`config.mk`:
```
export PLATFORM = sky130hd
export DESIGN_NAME = imwf_accum
export DESIGN_NICKNAME = d
export VERILOG_FILES = /design/src/rtl/core/imwf_pkg.sv /design/src/rtl/core/imwf_accum.sv
export SDC_FILE = /design/constraint.sdc
export NUM_CORES = 1
export LEC_CHECK = 0
export ABC_CLOCK_PERIOD_IN_PS = 4600
export BUFFER_PORTS_ARGS = -buffer_cell sky130_fd_sc_hd__buf_4
export CAP_MARGIN = 20
export CORE_UTILIZATION = 50
export CTS_CLUSTER_SIZE = 30
export DETAILED_ROUTE_END_ITERATION = 8
export GPL_TIMING_DRIVEN = 1
export PLACE_DENSITY_LB_ADDON = 0.25
export SYNTH_ARGS = -nofsm -noshare
export SYNTH_HDL_FRONTEND = slang
export SYNTH_SLANG_ARGS = --single-unit
```
`constraint.sdc`:
```
create_clock -name clk -period 4.6 [get_ports clk]
set_input_delay 0.46 -clock clk [delete_from_list [all_inputs] [get_ports clk]]
set_output_delay 0.46 -clock clk [all_outputs]
set_load 0.05 [all_outputs]
```
`src/rtl/core/imwf_pkg.sv`:
```
// Shared types, constants and a helper function of the invariant mass window filter.
`default_nettype none

package imwf_pkg;

  localparam int MAX_PARTICLES_DEF = 64;
  localparam int NUM_CODES_DEF     = 4;
  localparam int CODE_SLOTS        = 4;

  localparam int COUNT_W    = 7;
  localparam int COUNT_MAX  = 127;
  localparam int MASS_W     = 31;
  localparam int MASS_SQ_W  = 2 * MASS_W;
  localparam int ID_W       = 32;
  localparam int MOM_W      = 32;
  localparam int STATUS_W   = 5;
  localparam int SUM_W      = 38;
  localparam int SPLIT_W    = 32;
  localparam int HI_W       = SUM_W - SPLIT_W;
  localparam int LL_W       = 2 * SPLIT_W;
  localparam int HL_W       = HI_W + SPLIT_W;
  localparam int HH_W       = 2 * HI_W;
  localparam int SQ_W       = 75;
  localparam int P2_W       = 77;
  localparam int LANES      = 4;

  localparam int CFG_IDX_W  = 3;
  localparam int CFG_DATA_W = 32;
  localparam int S_DATA_W   = 168;
  localparam int M_DATA_W   = 8;

  // Bit positions of the fields in the input tdata.
  localparam int STATUS_LSB  = 0;
  localparam int SPECIES_LSB = STATUS_LSB + STATUS_W;
  localparam int MOM_X_LSB   = SPECIES_LSB + ID_W;
  localparam int MOM_Y_LSB   = MOM_X_LSB + MOM_W;
  localparam int MOM_Z_LSB   = MOM_Y_LSB + MOM_W;
  localparam int ENERGY_LSB  = MOM_Z_LSB + MOM_W;

  localparam logic [STATUS_W-1:0] STATUS_OUTGOING   = 5'd1;
  localparam logic [COUNT_W-1:0]  NUM_REQUIRED_RST  = 7'd2;
  localparam logic [MASS_W-1:0]   MIN_MASS_RST      = 31'd0;
  localparam logic [MASS_W-1:0]   MAX_MASS_RST      = 31'h7FFF_FFFF;

  typedef enum logic [CFG_IDX_W-1:0] {
    REG_NUM_REQUIRED = 3'd0,
    REG_MIN_MASS     = 3'd1,
    REG_MAX_MASS     = 3'd2,
    REG_MATCH_ID_A   = 3'd3,
    REG_MATCH_ID_B   = 3'd4,
    REG_MATCH_ID_C   = 3'd5,
    REG_MATCH_ID_D   = 3'd6
  } cfg_reg_t;

  typedef struct packed {
    logic [COUNT_W-1:0]                num_required;
    logic [MASS_W-1:0]                 min_mass;
    logic [MASS_W-1:0]                 max_mass;
    logic [CODE_SLOTS-1:0][ID_W-1:0]   code_abs;
    logic [CODE_SLOTS-1:0]             code_used;
  } cfg_t;

  typedef struct packed {
    logic [SUM_W-1:0]   sum_x;
    logic [SUM_W-1:0]   sum_y;
    logic [SUM_W-1:0]   sum_z;
    logic [SUM_W-1:0]   sum_energy;
    logic [COUNT_W-1:0] count;
  } snap_t;

  // Absolute value of a 32-bit code; the most negative code yields 2^31.
  function automatic logic [ID_W-1:0] abs_id(input logic [ID_W-1:0] v);
    return v[ID_W-1] ? (~v + ID_W'(1)) : v;
  endfunction

endpackage

`default_nettype wire

```
`src/rtl/core/imwf_accum.sv`:
```
// Input register, species match and the per-event four-momentum accumulators.
`default_nettype none

module imwf_accum #(
  parameter int MAX_PARTICLES = imwf_pkg::MAX_PARTICLES_DEF
) (
  input  wire logic                           clk,
  input  wire logic                           rst,
  input  wire imwf_pkg::cfg_t                 cfg,
  input  wire logic                           s_tvalid,
  output logic                                s_tready,
  input  wire logic [imwf_pkg::S_DATA_W-1:0]  s_tdata,
  input  wire logic                           s_tlast,
  input  wire logic                           s_tuser,
  output logic                                snap_valid,
  output imwf_pkg::snap_t                     snap,
  input  wire logic                           snap_ready
);

  localparam int LimitInt = (MAX_PARTICLES < imwf_pkg::COUNT_MAX) ? MAX_PARTICLES
                                                                  : imwf_pkg::COUNT_MAX;
  localparam logic [imwf_pkg::COUNT_W-1:0] CountLimit = imwf_pkg::COUNT_W'(LimitInt);

  logic                          in_valid;
  logic                          in_last;
  logic                          in_hit;
  logic [imwf_pkg::MOM_W-1:0]    in_mom [imwf_pkg::LANES];

  logic [imwf_pkg::SUM_W-1:0]    sum      [imwf_pkg::LANES];
  logic [imwf_pkg::SUM_W-1:0]    sum_next [imwf_pkg::LANES];
  logic [imwf_pkg::COUNT_W-1:0]  count;
  logic [imwf_pkg::COUNT_W-1:0]  count_next;

  logic                          hit;
  logic [imwf_pkg::ID_W-1:0]     species_abs;
  logic                          consume;

  // Match decision is taken on the raw input so that the register holds one flag.
  always_comb begin
    species_abs = imwf_pkg::abs_id(s_tdata[imwf_pkg::SPECIES_LSB +: imwf_pkg::ID_W]);
    hit = 1'b0;
    for (int k = 0; k < imwf_pkg::CODE_SLOTS; k++) begin
      if (cfg.code_used[k] && (cfg.code_abs[k] == species_abs)) begin
        hit = 1'b1;
      end
    end
    hit = hit && s_tuser &&
          (s_tdata[imwf_pkg::STATUS_LSB +: imwf_pkg::STATUS_W] == imwf_pkg::STATUS_OUTGOING);
  end

  // A last item leaves only when the mass pipeline can take its snapshot.
  assign consume  = in_valid && (!in_last || snap_ready);
  assign s_tready = !in_valid || consume;

  always_ff @(posedge clk) begin
    if (rst) begin
      in_valid <= 1'b0;
    end else if (s_tready) begin
      in_valid <= s_tvalid;
    end
  end

  always_ff @(posedge clk) begin
    if (s_tready) begin
      in_last   <= s_tlast;
      in_hit    <= hit;
      in_mom[0] <= s_tdata[imwf_pkg::MOM_X_LSB  +: imwf_pkg::MOM_W];
      in_mom[1] <= s_tdata[imwf_pkg::MOM_Y_LSB  +: imwf_pkg::MOM_W];
      in_mom[2] <= s_tdata[imwf_pkg::MOM_Z_LSB  +: imwf_pkg::MOM_W];
      in_mom[3] <= s_tdata[imwf_pkg::ENERGY_LSB +: imwf_pkg::MOM_W];
    end
  end

  always_comb begin
    for (int i = 0; i < imwf_pkg::LANES; i++) begin
      sum_next[i] = in_hit ? (sum[i] + imwf_pkg::SUM_W'($signed(in_mom[i]))) : sum[i];
    end
    count_next = (in_hit && (count < CountLimit)) ? (count + imwf_pkg::COUNT_W'(1)) : count;
  end

  always_ff @(posedge clk) begin
    if (rst) begin
      count <= '0;
      for (int i = 0; i < imwf_pkg::LANES; i++) begin
        sum[i] <= '0;
      end
    end else if (consume) begin
      if (in_last) begin
        count <= '0;
        for (int i = 0; i < imwf_pkg::LANES; i++) begin
          sum[i] <= '0;
        end
      end else begin
        count <= count_next;
        for (int i = 0; i < imwf_pkg::LANES; i++) begin
          sum[i] <= sum_next[i];
        end
      end
    end
  end

  assign snap_valid      = in_valid && in_last;
  assign snap.sum_x      = sum_next[0];
  assign snap.sum_y      = sum_next[1];
  assign snap.sum_z      = sum_next[2];
  assign snap.sum_energy = sum_next[3];
  assign snap.count      = count_next;

endmodule

`default_nettype wire

```
==> After elaboration in Yosys (flattened, before gate mapping) <==
Memories as Yosys holds them, arrays and structs flattened.
Cells that the tools add are included.
{ "totals": {"regBits": 10, "latchBits": 0, "ramBits": 280, "rom_bits": 0, "wordCells": 71, "mem_count": 2} }
{ "classes": {"add_sub_neg": 6, "n_mul": 0, "n_div": 0, "order_cmp": 1, "n_eq_ne": 5, "shift": 0, "mux": 31, "bitwise_logic": 9, "n_reduce_logical": 13} }
{ "memory_table": {"columns": ["memory", "depth", "word_bits", "rd", "rd_ports_with_merged_regs", "write_ports", "line", "source"], "rows": [
  ["sum", 4, 38, 4, 0, 4, "imwf_accum.sv:29", "logic [imwf_pkg::SUM_W-1:0] sum [imwf_pkg::LANES];"],
  ["in_mom", 4, 32, 4, 0, 4, "imwf_accum.sv:27", "logic [imwf_pkg::MOM_W-1:0] in_mom [imwf_pkg::LANES];"]
]} }
{ "ops": {"columns": ["op", "n"], "rows": [
  ["$mux 38", 12],
  ["$add 38x38->38", 4],
  ["$eq 32x32->1", 4],
  ["$add 32x1->32 const B", 1],
  ["$mux 32", 1],
  ["$not 32->32", 1],
  ["$mux 1", 16],
  ["$mux 7", 2],
  ["$logic_and 1x1->1", 9],
  ["$or 1x1->1", 8],
  ["$add 7x1->7 const B", 1],
  ["$lt 7x7->1 const B", 1],
  ["$eq 5x1->1 const B", 1],
  ["$logic_not 1->1", 2],
  ["$logic_or 1x1->1", 2]
]} }

==> Logic depth before layout (Yosys ltp) <==
{ "logic_depth": {"depth_word": 11, "mapped_depth": 15, "depth_no_buf": 14} }

==> Worst setup path after synthesis <==
Ideal clock, no wire load.
{ "synth_path": {"path_type": "register -> register", "start": "reg in_last", "end": "reg in_hit (enable)", "setup_time_ns": 0.531, "arrival_ns": 4.197, "required_ns": 4.069, "setup_slack_ns": -0.128, "stages_incl_launch_ff": 3, "period_less_slack_ns": 4.728, "path_cell_list": "edfxtp_1 > and2_1 > nand2b_1"} }
{ "synth_via": {"elab_chain_cells": 4} }
{ "synth_lines": {"columns": ["item", "line", "source"], "rows": [
  ["start: declaration", "imwf_accum.sv:25", "logic in_last;"],
  ["start signal: assignment", "imwf_accum.sv:65", "in_last <= s_tlast;"],
  ["$logic_not 1->1", "imwf_accum.sv:52", "assign consume = in_valid && (!in_last || snap_ready);"],
  ["$logic_or 1x1->1", "imwf_accum.sv:52", null],
  ["$logic_and 1x1->1", "imwf_accum.sv:52", null],
  ["$logic_or 1x1->1", "imwf_accum.sv:53", "assign s_tready = !in_valid || consume;"],
  ["via s_tready", "imwf_accum.sv:11", "output logic s_tready,"],
  ["end signal: assignment", "imwf_accum.sv:66", "in_hit <= hit;"],
  ["end: declaration", "imwf_accum.sv:26", "logic in_hit;"]
]} }
The timed path passes the listed nets, and every way through them passes these cells.
A chain may end at the register's enable or synchronous reset.

==> metrics.md <==
| Metric | Value |
|---|---|
| Post-synthesis sequential area ratio | a little under two fifths |
| Clk pin slew, worst setup/hold paths | 0.06 ns |
| Final WS setup | about 0.028 ns |
| Comb pwr share | between 20% and 30% |
| P_leak | 12.0 nW |
| GR Layer Usage met2 | 53.1% |
| Synth top area share | 32.9% |
| EDFF count, synth | 244 |
| Core Area | 43,500 um^2 |
| Post-DP HPWL | 55,500 um |
| CP max stage delay | 0.61 ns |
| Vias | 19,493 |
| Total GRT Usage | 31.1% |
| CTS tree | built |
| Port Buf Inserts | 463 |
| CTS Root Cell | clkbuf_16 |
| Critical path's top delay family | compound AO/OA/AOI/OAI gates |
| Crit-path cells | ha_1, nand3_1, a2111oi_1, a22oi_2, nor3_1, o31ai_2, a31oi_2, a21boi_2, o21ai_0, xor2_1, mux2_2, buf_4 |
| Clk_skew | a little under 0.03 ns |
| WL/cell | roughly 22 um |
| Final period demand of the worst path | 4.57 ns |
| Fmax | approximately 0.22 GHz |
| Clock buffer depth | 3 |
| Status | complete, no violations |
| P_sw | 2.62 mW |
| Commonest cells after routing, fill and taps aside | 495 x buf_4, 244 x edfxtp_1, 163 x xnor2_1 |
| IO Pins | 536 |
| Share of cells above drive strength 1 | approximately 28% |
| Worst path required time | 4.14 ns |
| CP bufs+invs | 1 |
| Die outline width | 213 um |
| Wire length of the first global-routing pass | between 100,000 and 150,000 um |
| Initial DRC Count | 1,427 |
| Worst-Margin Slew | 1.17 ns |
| Syn Area/Cell | slightly below 10 um^2 |
| #FFs+latches synth | 290 |
| Cells after Synth | between 2,000 and 2,500 |
| Ys async rst share | 0% |
| Most Crowded Layer GR | met2 |
| Final hold violation count | 0 |
| GPL Wtd Cong | 0.934 |
| Final core occ | 64.1% |
| Slew Viols, Final | 0 |
| Most common cell after layout, fill and taps aside | buf_4 |
| RSZ-0062 raised after global routing | yes |
| Largest net degree at the start of global routing | 98 |
| Power Density | 296 nW/um^2 |
| HP Class | in -> reg |
| # setup viols final | 0 |
| Internal | between 5 and 6 mW |
| Cts bufs inserted | 37 |
| Crit end category | primary output |
| Switching share of power | 31.8% |
| Crit path DAT | 4.11 ns |
| Vias in the first global route | 19,358 |
| Startpoint Class | flip-flop |
| Cell taking the most area after synthesis | edfxtp_1 |
| Antenna violations before repair | 8 |
| Total grt overflow | 0 |
| Synthesized cell area | 22,200 um^2 |
| Post-DRT Antenna Nets | 0 |
| WS Path Type | reg -> out |
| Synth cell types | 91 |
| Rel. slew slack | 21.6% |
| Max FO, Critical Path | 5 |
| Setup TNS | 0 ns |
| Die height | between 200 and 250 um |
| Max-cap violations | 0 |
| Cts-stage hold buffer count | 0 |
| H-tree levels | 2 |
| Syn. warnings | 0 |
| Total Wirelength | 72,800 um |
| Peak VDD IR | ~0.3 mV |
| Sequential share of power | 37.2% |
| # rows | 76 |
| Clock power share | between 30 and 40% |
| Synthesized net count | 2,788 |
| Synth Flop Type | edfxtp_1 |
| Tcrit/Tclk final | 99.4% |
| Die outline area | about 45,000 um^2 |
| Starting Density | 51.2% |
| Vias/cell | 5.86 |
| Met3 GRT Util | a little under a tenth |
| Synthesis-to-finish area growth | 25.3% |
| DR pass1 iterations | 5 |
| Clock Sink Count | 290 |
| CP max stage cell | a2111oi_1 |
| GR met1 Demand/Resource | 37.5% |
| Ranking of synthesized cells by area | edfxtp_1 33%, ha_1 8.4%, xnor2_1 6.4%, mux2_2 6.0%, xor2_1 4.4% |
| Post-place setup slack | between 0.2 and 0.3 ns |
| Final net count | 3,237 |
| Min Hold Slack | 0.0849 ns |
| DRC | 0 |
| Latest clock arrival within the worst-skew pair | ~0.55 ns |
-- what timing repair did --
action                                  in CTS  in global routing
endpoints found under the setup margin      12                 30
pin swaps                                    1                 12
gates cloned                                 0                  0
gates resized for setup                     17                 47
setup buffers                                0                  4
-- final cells by class --
class / instances / area, um^2
Timing Repair Buffer: 497 / 3750
Clock inverter: 11 / 88.8
Sequential cell: 290 / 8250
Tap cell: 585 / 732
Fill cell: 3595 / 15600
Antenna cell: 4 / 10.0
Clock buffer: 56 / 1090
Multi-Input combinational cell: 1814 / 13700
Inverter: 68 / 255
-- Yosys cell counts (12+ instances only) --
cell / number
clkbuf_1: 72
and2_1: 113
inv_1: 67
nor2b_1: 25
a21o_1: 72
a21oi_1: 161
nand4_1: 22
edfxtp_1: 244
and3_1: 19
mux2_2: 118
nand2_1: 151
nor3_1: 34
nor2_1: 120
ha_1: 150
xor2_1: 112
o21a_1: 21
dfxtp_1: 46
o21bai_1: 19
nand2b_1: 20
a211oi_1: 16
o31ai_1: 17
o21ai_0: 104
a21boi_0: 13
a22oi_1: 28
o211ai_1: 14
o2111ai_1: 12
a22o_1: 14
or2_2: 12
a31oi_1: 37
nand3_1: 46
xnor2_1: 163
nor4_1: 15
or3_1: 12
-- state kept, by name, summed over array words and instances (netlist names) --
name,flops
sum,152
in_mom,128
count,7
in_hit,1
in_last,1
in_valid,1
-- power by group through the flow --
stage	logic, mW	clock network (mW)	registers, mW
global placement	2.25	0	3.12
floorplan	1.54	0	3.10
detailed placement	2.28	0	3.12
CTS	2.30	2.88	3.07
global route	2.52	2.97	3.08
finish	2.35	2.83	3.07
-- metrics by stage --
step,instances,instance area [um^2],power [mW]
final,3325,27900,8.25
after global routing,3321,27900,8.58
after CTS,3317,27600,8.25
after detailed placement,3250,26400,5.40
after global placement,3250,26400,5.36
after floorplan,2259,22200,4.63
-- metal layers --
metal / share of wire, % / vias to the layer above / wire length (um)
li1: - / 9337 / -
met1: 41 / 9404 / 29800
met2: 48 / 620 / 34700
met3: 8.2 / 122 / 6000
met4: 3.0 / 10 / 2150
met5: 0.080 / - / 58
-- cells by family after synthesis --
group,Yosys count,synth area share (%)
compound gates,627,19.1
buf+inv,155,2.68
fa+ha+maj,154,8.80
xor+xnor,281,11.3
simple gates,624,14.6
mux,128,6.42
flops,290,37.1
-- final timing paths --
path	start	to	slack, ns	cells past startpoint
min reg2reg	sum[2][0]	sum[2][0]	0.47	2
max reg2reg	sum[3][9]	sum[3][35]	0.85	12
min	s_tdata[64]	in_mom[0][27]	0.08	1
max	sum[3][9]	snap[42]	0.03	12
Note: power is estimated with default switching activity, not from simulation.
