File: config.mk
export PLATFORM = sky130hd
export DESIGN_NAME = imwf_cfg
export DESIGN_NICKNAME = d
export VERILOG_FILES = /design/src/rtl/core/imwf_pkg.sv /design/src/rtl/core/imwf_cfg.sv
export SDC_FILE = /design/constraint.sdc
export NUM_CORES = 1
export LEC_CHECK = 0
export ABC_AREA = 1
export ABC_CLOCK_PERIOD_IN_PS = 4300
export CORE_ASPECT_RATIO = 0.6
export CORE_MARGIN = 2
export CORE_UTILIZATION = 55
export DETAILED_ROUTE_END_ITERATION = 10
export DONT_BUFFER_PORTS = 1
export GPL_ROUTABILITY_DRIVEN = 0
export GPL_TIMING_DRIVEN = 0
export PLACE_DENSITY = 0.73
export REMOVE_ABC_BUFFERS = 1
export SLEW_MARGIN = 20
export SYNTH_ARGS = -nofsm -noshare
export SYNTH_HDL_FRONTEND = slang
export SYNTH_SLANG_ARGS = --single-unit
File: constraint.sdc
create_clock -name clk -period 4.3 [get_ports clk]
set_input_delay 1.29 -clock clk [delete_from_list [all_inputs] [get_ports clk]]
set_output_delay 1.29 -clock clk [all_outputs]
set_load 0.01 [all_outputs]
File: src/rtl/core/imwf_pkg.sv
// Shared types, constants and a helper function of the invariant mass window filter.
`default_nettype none

package imwf_pkg;

  localparam int MAX_PARTICLES_DEF = 64;
  localparam int NUM_CODES_DEF     = 4;
  localparam int CODE_SLOTS        = 4;

  localparam int COUNT_W    = 7;
  localparam int COUNT_MAX  = 127;
  localparam int MASS_W     = 31;
  localparam int MASS_SQ_W  = 2 * MASS_W;
  localparam int ID_W       = 32;
  localparam int MOM_W      = 32;
  localparam int STATUS_W   = 5;
  localparam int SUM_W      = 38;
  localparam int SPLIT_W    = 32;
  localparam int HI_W       = SUM_W - SPLIT_W;
  localparam int LL_W       = 2 * SPLIT_W;
  localparam int HL_W       = HI_W + SPLIT_W;
  localparam int HH_W       = 2 * HI_W;
  localparam int SQ_W       = 75;
  localparam int P2_W       = 77;
  localparam int LANES      = 4;

  localparam int CFG_IDX_W  = 3;
  localparam int CFG_DATA_W = 32;
  localparam int S_DATA_W   = 168;
  localparam int M_DATA_W   = 8;

  // Bit positions of the fields in the input tdata.
  localparam int STATUS_LSB  = 0;
  localparam int SPECIES_LSB = STATUS_LSB + STATUS_W;
  localparam int MOM_X_LSB   = SPECIES_LSB + ID_W;
  localparam int MOM_Y_LSB   = MOM_X_LSB + MOM_W;
  localparam int MOM_Z_LSB   = MOM_Y_LSB + MOM_W;
  localparam int ENERGY_LSB  = MOM_Z_LSB + MOM_W;

  localparam logic [STATUS_W-1:0] STATUS_OUTGOING   = 5'd1;
  localparam logic [COUNT_W-1:0]  NUM_REQUIRED_RST  = 7'd2;
  localparam logic [MASS_W-1:0]   MIN_MASS_RST      = 31'd0;
  localparam logic [MASS_W-1:0]   MAX_MASS_RST      = 31'h7FFF_FFFF;

  typedef enum logic [CFG_IDX_W-1:0] {
    REG_NUM_REQUIRED = 3'd0,
    REG_MIN_MASS     = 3'd1,
    REG_MAX_MASS     = 3'd2,
    REG_MATCH_ID_A   = 3'd3,
    REG_MATCH_ID_B   = 3'd4,
    REG_MATCH_ID_C   = 3'd5,
    REG_MATCH_ID_D   = 3'd6
  } cfg_reg_t;

  typedef struct packed {
    logic [COUNT_W-1:0]                num_required;
    logic [MASS_W-1:0]                 min_mass;
    logic [MASS_W-1:0]                 max_mass;
    logic [CODE_SLOTS-1:0][ID_W-1:0]   code_abs;
    logic [CODE_SLOTS-1:0]             code_used;
  } cfg_t;

  typedef struct packed {
    logic [SUM_W-1:0]   sum_x;
    logic [SUM_W-1:0]   sum_y;
    logic [SUM_W-1:0]   sum_z;
    logic [SUM_W-1:0]   sum_energy;
    logic [COUNT_W-1:0] count;
  } snap_t;

  // Absolute value of a 32-bit code; the most negative code yields 2^31.
  function automatic logic [ID_W-1:0] abs_id(input logic [ID_W-1:0] v);
    return v[ID_W-1] ? (~v + ID_W'(1)) : v;
  endfunction

endpackage

`default_nettype wire

File: src/rtl/core/imwf_cfg.sv
// Configuration registers and the derived match-code magnitudes.
`default_nettype none

module imwf_cfg #(
  parameter int NUM_CODES = imwf_pkg::NUM_CODES_DEF
) (
  input  wire logic                             clk,
  input  wire logic                             rst,
  input  wire logic                             cfg_we,
  input  wire logic [imwf_pkg::CFG_IDX_W-1:0]   cfg_index,
  input  wire logic [imwf_pkg::CFG_DATA_W-1:0]  cfg_data,
  output imwf_pkg::cfg_t                        cfg
);

  logic [imwf_pkg::COUNT_W-1:0] num_required;
  logic [imwf_pkg::MASS_W-1:0]  min_mass;
  logic [imwf_pkg::MASS_W-1:0]  max_mass;
  logic [imwf_pkg::ID_W-1:0]    match_id [imwf_pkg::CODE_SLOTS];

  always_ff @(posedge clk) begin
    if (rst) begin
      num_required <= imwf_pkg::NUM_REQUIRED_RST;
      min_mass     <= imwf_pkg::MIN_MASS_RST;
      max_mass     <= imwf_pkg::MAX_MASS_RST;
      for (int k = 0; k < imwf_pkg::CODE_SLOTS; k++) begin
        match_id[k] <= '0;
      end
    end else if (cfg_we) begin
      case (cfg_index)
        imwf_pkg::REG_NUM_REQUIRED: num_required <= cfg_data[imwf_pkg::COUNT_W-1:0];
        imwf_pkg::REG_MIN_MASS:     min_mass     <= cfg_data[imwf_pkg::MASS_W-1:0];
        imwf_pkg::REG_MAX_MASS:     max_mass     <= cfg_data[imwf_pkg::MASS_W-1:0];
        imwf_pkg::REG_MATCH_ID_A:   match_id[0]  <= cfg_data[imwf_pkg::ID_W-1:0];
        imwf_pkg::REG_MATCH_ID_B:   match_id[1]  <= cfg_data[imwf_pkg::ID_W-1:0];
        imwf_pkg::REG_MATCH_ID_C:   match_id[2]  <= cfg_data[imwf_pkg::ID_W-1:0];
        imwf_pkg::REG_MATCH_ID_D:   match_id[3]  <= cfg_data[imwf_pkg::ID_W-1:0];
        default: ;
      endcase
    end
  end

  always_comb begin
    cfg.num_required = num_required;
    cfg.min_mass     = min_mass;
    cfg.max_mass     = max_mass;
    for (int k = 0; k < imwf_pkg::CODE_SLOTS; k++) begin
      cfg.code_abs[k]  = imwf_pkg::abs_id(match_id[k]);
      // A zero code is an unused slot, and slots beyond NUM_CODES never match.
      cfg.code_used[k] = (k < NUM_CODES) && (match_id[k] != '0);
    end
  end

endmodule

`default_nettype wire

# After elaboration in Yosys (flattened, before gate mapping)

Memories as Yosys holds them, arrays and structs flattened.
Index checks and enable logic that the tools add are counted.

Memories kept: 1
Register bits: 69
RAM bits: 128
Word-level logic and storage cells: 56
Input bits: 38

Reduce and logical (&&, ||, !) cells: 8
Bitwise gates (word level): 8
Mux-type cells: 26
Add/sub/neg operators: 4
Equality and inequality tests: 6

Memory list:

| memory   | words | bits a word | read ports | clocked after Yosys merged registers in | wr ports | RTL line       | RTL |
|---|---|---|---|---|---|---|---|
| match_id | 4     | 32          | 4          | 0                                       | 4        | imwf_cfg.sv:18 | `logic [imwf_pkg::ID_W-1:0] match_id [imwf_pkg::CODE_SLOTS];` |

Operators by type and width:

| cell                    | count |
|---|---|
| $mux W32                | 8 |
| $add A32 B1 Y32 const B | 4 |
| $not A32 Y32            | 4 |
| $reduce_bool A32 Y1     | 4 |
| $mux W1                 | 18 |
| $eq A3 B3 Y1 const B    | 3 |
| $eq A3 B2 Y1 const B    | 2 |
| $reduce_and A2 Y1       | 3 |
| $or A1 B1 Y1            | 4 |
| $eq A3 B1 Y1 const B    | 1 |
| $logic_not A3 Y1        | 1 |

# Logic depth before layout (Yosys ltp)

Gate-level depths: netlist of the first run.

Depth in word-level cells: 6
Mapped depth: 10

# Least setup slack after synthesis of the first run

No wires, ideal clock.

Path kind: in2reg
Start point: input port cfg_we
End point: memory match_id[0][0] (netlist bit), enable pin
Required time: 3,830 ps
Setup slack: -107 ps
Arrival: 3,937 ps
Stages on the path: 4
Library setup time: 470 ps
Path through: inv_1 > nor2_4 > inv_1 > o31ai_1

RTL lines:

| item            | RTL line       | RTL |
|---|---|---|
| start, declared | imwf_cfg.sv:9  | `input wire logic cfg_we,` |
| end, declared   | imwf_cfg.sv:18 |  |

==> flow_summary.json, run 1 <==
{
  "status": "completed",
  "cts_buffer_depth": 2,
  "instances_no_fill": 1719,
  "synth_area_per_cell_sq_um": 7.825,
  "drv_slew": 0,
  "cts_resized": 0,
  "drt_first_pass_iters": 6,
  "fin_crit_sh_pct": 90.93,
  "hold_path.startpoint": "max_mass[3]",
  "seqCellArea_sq_um": 5225,
  "viasPerCell": 5.610,
  "grt_usage_pct": 30.76,
  "drc": 0,
  "area_growth_pct": 5.425,
  "cts-hold-fix-buffers": 0,
  "rrSetupSlack_ps": 3540,
  "setup_viol": 0,
  "antenna_found_initial": 0,
  "yosysMostFrequentCell": "nand2_1",
  "r2r-start": "min_mass[29]",
  "yosys_register_bits": 197,
  "maxCapViolCount": 0,
  "start_util_pct": 56.58,
  "ys_seq_area_share_pct": 45.67,
  "path_delay_family": "flip-flops",
  "start_kind": "register",
  "synth_edf_count": 128,
  "netlist_instances": 1462,
  "max_freq_mhz": 255.8,
  "drtAntennaViolNets": 0,
  "drive_above_1_share_pct": 11.34,
  "routed_wirelength_um": 33850,
  "hold_path.class": "register to register",
  "io_buffers": 0,
  "cts_root_buf": "clkbuf_16",
  "post_cts_buffers": 0,
  "dp_cells": 1687,
  "total_power_mw": 4.508,
  "slew_headroom_pct": 33.49,
  "via_count": 9644,
  "ys.flop_type": "edfxtp_1",
  "cp.required_ps": 3010,
  "fin_crit_ps": 3910,
  "rr_endpoint": "min_mass[29]",
  "wl_per_cell_um": 19.69,
  "clkLatencyLatePin_ps": 430,
  "grt_pass1_wl_um": 49870,
  "rsz0062_at_grt": "false",
  "finClkSkew_ps": 0,
  "path_clk_slew_ps": 70,
  "cts_tree": "yes",
  "synth_common_cells": "407 x nand2_1, 318 x nor2_1, 128 x edfxtp_1, 116 x inv_1, 69 x dfxtp_1",
  "use_met1_pct": 43.60,
  "async_flop_share_pct": 0,
  "synth_cell_types": 33,
  "coreArea_sq_um": 20220,
  "critPathArrivalTime_ps": 2620,
  "synth.top_cell.area_share_pct": 33.60,
  "die_h_um": 115.7,
  "multiInputGateArea_sq_um": 5390,
  "fp.dieArea_sq_um": 22010,
  "h-tree-depth": 4,
  "num_rows": 40,
  "cts_sinks": 197,
  "die_w_um": 190.2,
  "grt_max_degree": 63,
  "path_cells": "inv_1, nor2_1, nor2_4, xnor2_1",
  "ys_warn_count": 0,
  "crit_type": "register to output pin",
  "io_pins": 239,
  "ys_top_cells_by_area": "edfxtp_1 34%, nand2_1 13%, dfxtp_1 12%",
  "slowest_stage": "edfxtp_1",
  "grtUsageMet3_pct": 11.14,
  "crit_fanout": 30,
  "yosysTopAreaCell": "edfxtp_1",
  "critPathBufInv": 1,
  "finalHoldViolCount": 0,
  "nets": 1475,
  "p_per_area_nw_per_um2": 373.7,
  "cp-end-kind": "output pin",
  "grt_busiest_layer": "met2",
  "num-fill-cells": 1839,
  "p_leak_nw": 5.024,
  "cts_buffers": 17,
  "r2r_cells": 2,
  "dr.first_iter.drc_count": 1021,
  "hold_end": "max_mass[3]",
  "vdd_drop_max_mv": 0.3160,
  "place_ws_ps": 883.6,
  "setup_ws_ps": 390.1,
  "overflow": 0,
  "dp_hpwl_um": 24860,
  "worst_path_largest_cell_delay_ps": 1010,
  "worstHoldPathCells": 2,
  "use_met2_pct": 44.72,
  "synthesis.area_sq_um": 11440,
  "grt_pass1_vias": 8410,
  "n_antenna_cell": 0,
  "tightest_slew_ps": 997.6
}
-- cell type report --
class	instances	area share, %
Clock buffer	21	3.735
Inverter	124	3.984
Multi-Input combinational cell	1088	44.69
Clock inverter	11	0.7262
Sequential cell	197	43.32
Timing Repair Buffer	5	0.7055
Tap cell	273	2.832
-- sequential cells by signal, indices dropped and copies added, names as in the netlist --
| name | flops |
|---|---|
| max_mass | 31 |
| num_required | 7 |
| min_mass | 31 |
| match_id | 128 |
-- worst reg2reg max path, stage by stage, from the launching register on --
cell,delay (ps)
dfxtp_1,460
o21ai_1,130
a21oi_2,120
-- report_power, final --
group	leakage (nW)	internal (mW)	switching, mW	total, mW
Sequential	1.80	2.12	0.152	2.28
Clock	0.272	0.774	0.765	1.54
Combinational	2.95	0.185	0.509	0.694
Total	5.02	3.08	1.43	4.51
-- kinds of logic (layout without fill, tap and decap cells) --
kind of cell	Yosys count	count (layout)	share of synthesized area (%)
buffers and inverters	177	161	7.601
AOI/OAI and AO/OA	165	165	10.34
adders and majority gates	4	4	0.4375
DFF	197	197	45.67
and+or+nand+nor	864	864	31.74
xor gates and xnor gates	55	55	4.211
-- how the worst max path moves through the flow --
| stage | from | endpoint | cells after the start |
|---|---|---|---|
| after floorplan | cfg_we | match_id[0][0] | 4 |
| after global placement | rst | match_id[3][30] | 2 |
| after detailed placement | rst | match_id[3][9] | 4 |
| after CTS | match_id[3][31] | cfg[109] | 4 |
| after global routing | match_id[3][31] | cfg[109] | 4 |
| final | match_id[3][31] | cfg[109] | 4 |
-- cell usage in the layout, fill, tap and decap left out, types with 32 or more instances in the layout --
cell	n
nand2_1	405
nor2_1	318
edfxtp_1	128
inv_1	116
dfxtp_1	69
nand3_1	55
o21ai_0	52
xnor2_1	38
o21ai_1	32
-- through the flow --
stage,utilization (%),area (sq um),TNS (ps),hold slack (ps)
floorplan,-,11050,-3432,507.6
global placement,56.32,11390,-74280,527.0
detailed placement,56.96,11520,0,523.0
CTS,59.62,12060,0,547.5
global route,59.65,12060,0,561.9
finish,59.65,12060,0,545.5
-- per-layer routing --
layer | vias up | wire length (um) | part of all wire, %
li1 | 4628 | - | -
met4 | 0 | 650 | 1.9
met2 | 524 | 14100 | 42
met3 | 50 | 4560 | 13
met5 | - | 0 | 0
met1 | 4442 | 14540 | 43
Power figures use the tool's default switching activity.
==> run 2: changes to the inputs <==
--- a/config.mk
+++ b/config.mk
@@ -8,7 +8,7 @@
 export ABC_AREA = 1
 export ABC_CLOCK_PERIOD_IN_PS = 4300
 export CORE_ASPECT_RATIO = 0.6
-export CORE_MARGIN = 2
+export CORE_MARGIN = 8
 export CORE_UTILIZATION = 55
 export DETAILED_ROUTE_END_ITERATION = 10
 export DONT_BUFFER_PORTS = 1
==> constraint.sdc (replaced) <==
create_clock -name clk -period 4.3 [get_ports clk]
set_input_delay 0.43 -clock clk [delete_from_list [all_inputs] [get_ports clk]]
set_output_delay 0.43 -clock clk [all_outputs]
set_load 0.01 [all_outputs]
==> flow_summary.json, run 2 (synthesis results as in run 1) <==
{
  "path_cells": "inv_1, nor2_1, nor2_4, xnor2_1",
  "rsz0062_at_grt": "false",
  "clkLatencyLatePin_ps": 450,
  "start_util_pct": 55.20,
  "cp.required_ps": 3870,
  "via_count": 9782,
  "postLayoutCoreUtil_pct": 58.42,
  "cts_buffers": 17,
  "setup_viol": 0,
  "drc": 0,
  "wl_met2_um": 14990,
  "cts_tree": "yes",
  "vdd_drop_max_mv": 0.2671,
  "top_register": "match_id",
  "slew_headroom_pct": 35.04,
  "io_buffers": 0,
  "multiInputGateArea_sq_um": 5390,
  "fp.dieArea_sq_um": 25820,
  "h-tree-depth": 4,
  "drv_slew": 0,
  "viasPerCell": 5.671,
  "grt_pass1_vias": 8613,
  "crit_cells": 4,
  "grt_max_degree": 63,
  "hold_path.class": "input pin to register",
  "worst_path_largest_cell_delay_ps": 990,
  "n_antenna_cell": 0,
  "grt_pass1_wl_um": 52830,
  "finalHoldViolCount": 0,
  "met1_length_um": 15400,
  "die_w_um": 202.2,
  "fin_crit_sh_pct": 73.14,
  "area_growth_pct": 5.829,
  "cp-end-kind": "output pin",
  "crit_fanout": 30,
  "critPathBufInv": 1,
  "cts_resized": 0,
  "worstHoldPathCells": 2,
  "setup_ws_ps": 1155,
  "start_kind": "register",
  "largest_reg_flops": 128,
  "path_clk_slew_ps": 70,
  "cts_sinks": 197,
  "overflow": 0,
  "path_delay_family": "flip-flops",
  "fin_crit_ps": 3145,
  "p_per_area_nw_per_um2": 379.5,
  "tightest_slew_ps": 974.5,
  "nets": 1475,
  "finClkSkew_ps": 0,
  "top_layer_used": "met4",
  "critPathArrivalTime_ps": 2720,
  "largestRegisters": "match_id x128, max_mass x31, min_mass x31",
  "maxCapViolCount": 0,
  "crit_type": "register to output pin",
  "antenna_found_initial": 0,
  "r2r_cells": 2,
  "cts_buffer_depth": 2,
  "rrSetupSlack_ps": 3520,
  "max_freq_mhz": 318.0,
  "p_leak_nw": 5.034,
  "drt_first_pass_iters": 8,
  "coreArea_sq_um": 20720,
  "cts_root_buf": "clkbuf_16",
  "dr.first_iter.drc_count": 1039,
  "seqCellArea_sq_um": 5225,
  "slowest_stage": "edfxtp_1",
  "cts-hold-fix-buffers": 0,
  "die_h_um": 127.7,
  "layout_commonest_cell": "nand2_1",
  "drive_above_1_share_pct": 11.41,
  "dp_hpwl_um": 26280,
  "status": "completed",
  "num_rows": 41,
  "num-fill-cells": 1865,
  "wl_per_cell_um": 20.80,
  "place_ws_ps": 1708,
  "dr_wl_met3_um": 4802,
  "drtAntennaViolNets": 0,
  "io_pins": 239,
  "routed_wirelength_um": 35880,
  "final_cell_mix": "405 x nand2_1, 318 x nor2_1, 128 x edfxtp_1",
  "grt_usage_pct": 26.99,
  "post_cts_buffers": 0
}
run 2: report_power, final:
group	total (mW)	switching, mW	internal (mW)
sequential	2.27	0.150	2.12
clock	1.61	0.795	0.820
combinational	0.708	0.522	0.186
total	4.59	1.47	3.13
run 2: worst reg2reg max path, delay by kind of cell, from the launching register on:
kind               cells  cell delay, ps
DFF                    1             470
AOI/OAI and AO/OA      2             250
run 2: layer usage:
| layer | vias to the layer above | GRT usage [%] |
|---|---|---|
| li1 | 4635 | - |
| met3 | 45 | 10.55 |
| met4 | 0 | 7.179 |
| met5 | - | 0 |
| met2 | 508 | 38.79 |
| met1 | 4594 | 37.38 |
run 2: final cells by class:
class	instances	share of cell area, %
Clock buffer	18	3.545
Sequential cell	197	43.16
Timing Repair Buffer	5	0.7338
Tap cell	279	2.883
Inverter	124	3.969
Multi-Input combinational cell	1088	44.52
Clock inverter	14	1.189
run 2: worst paths after layout:
| check | startpoint | to |
|---|---|---|
| worst max-delay path | match_id[3][31] | cfg[109] |
| worst min register to register | max_mass[21] | max_mass[21] |
| worst max register to register | min_mass[23] | min_mass[23] |
| worst min-delay path | rst | max_mass[9] |
run 2: metrics by stage:
step           cell area, sq um  hold WS [ps]  total power [mW]  cells  setup TNS [ps]
5_1_grt                   12110         310.0             4.737   1725               0
3_3_place_gp              11390         533.9             2.990   1688          -22840
6_report                  12110         300.9             4.594   1725               0
2_1_floorplan             11050         507.6             2.777   1409               0
3_5_place_dp              11530         534.4             3.014   1693               0
4_1_cts                   12110         295.1             4.586   1725               0
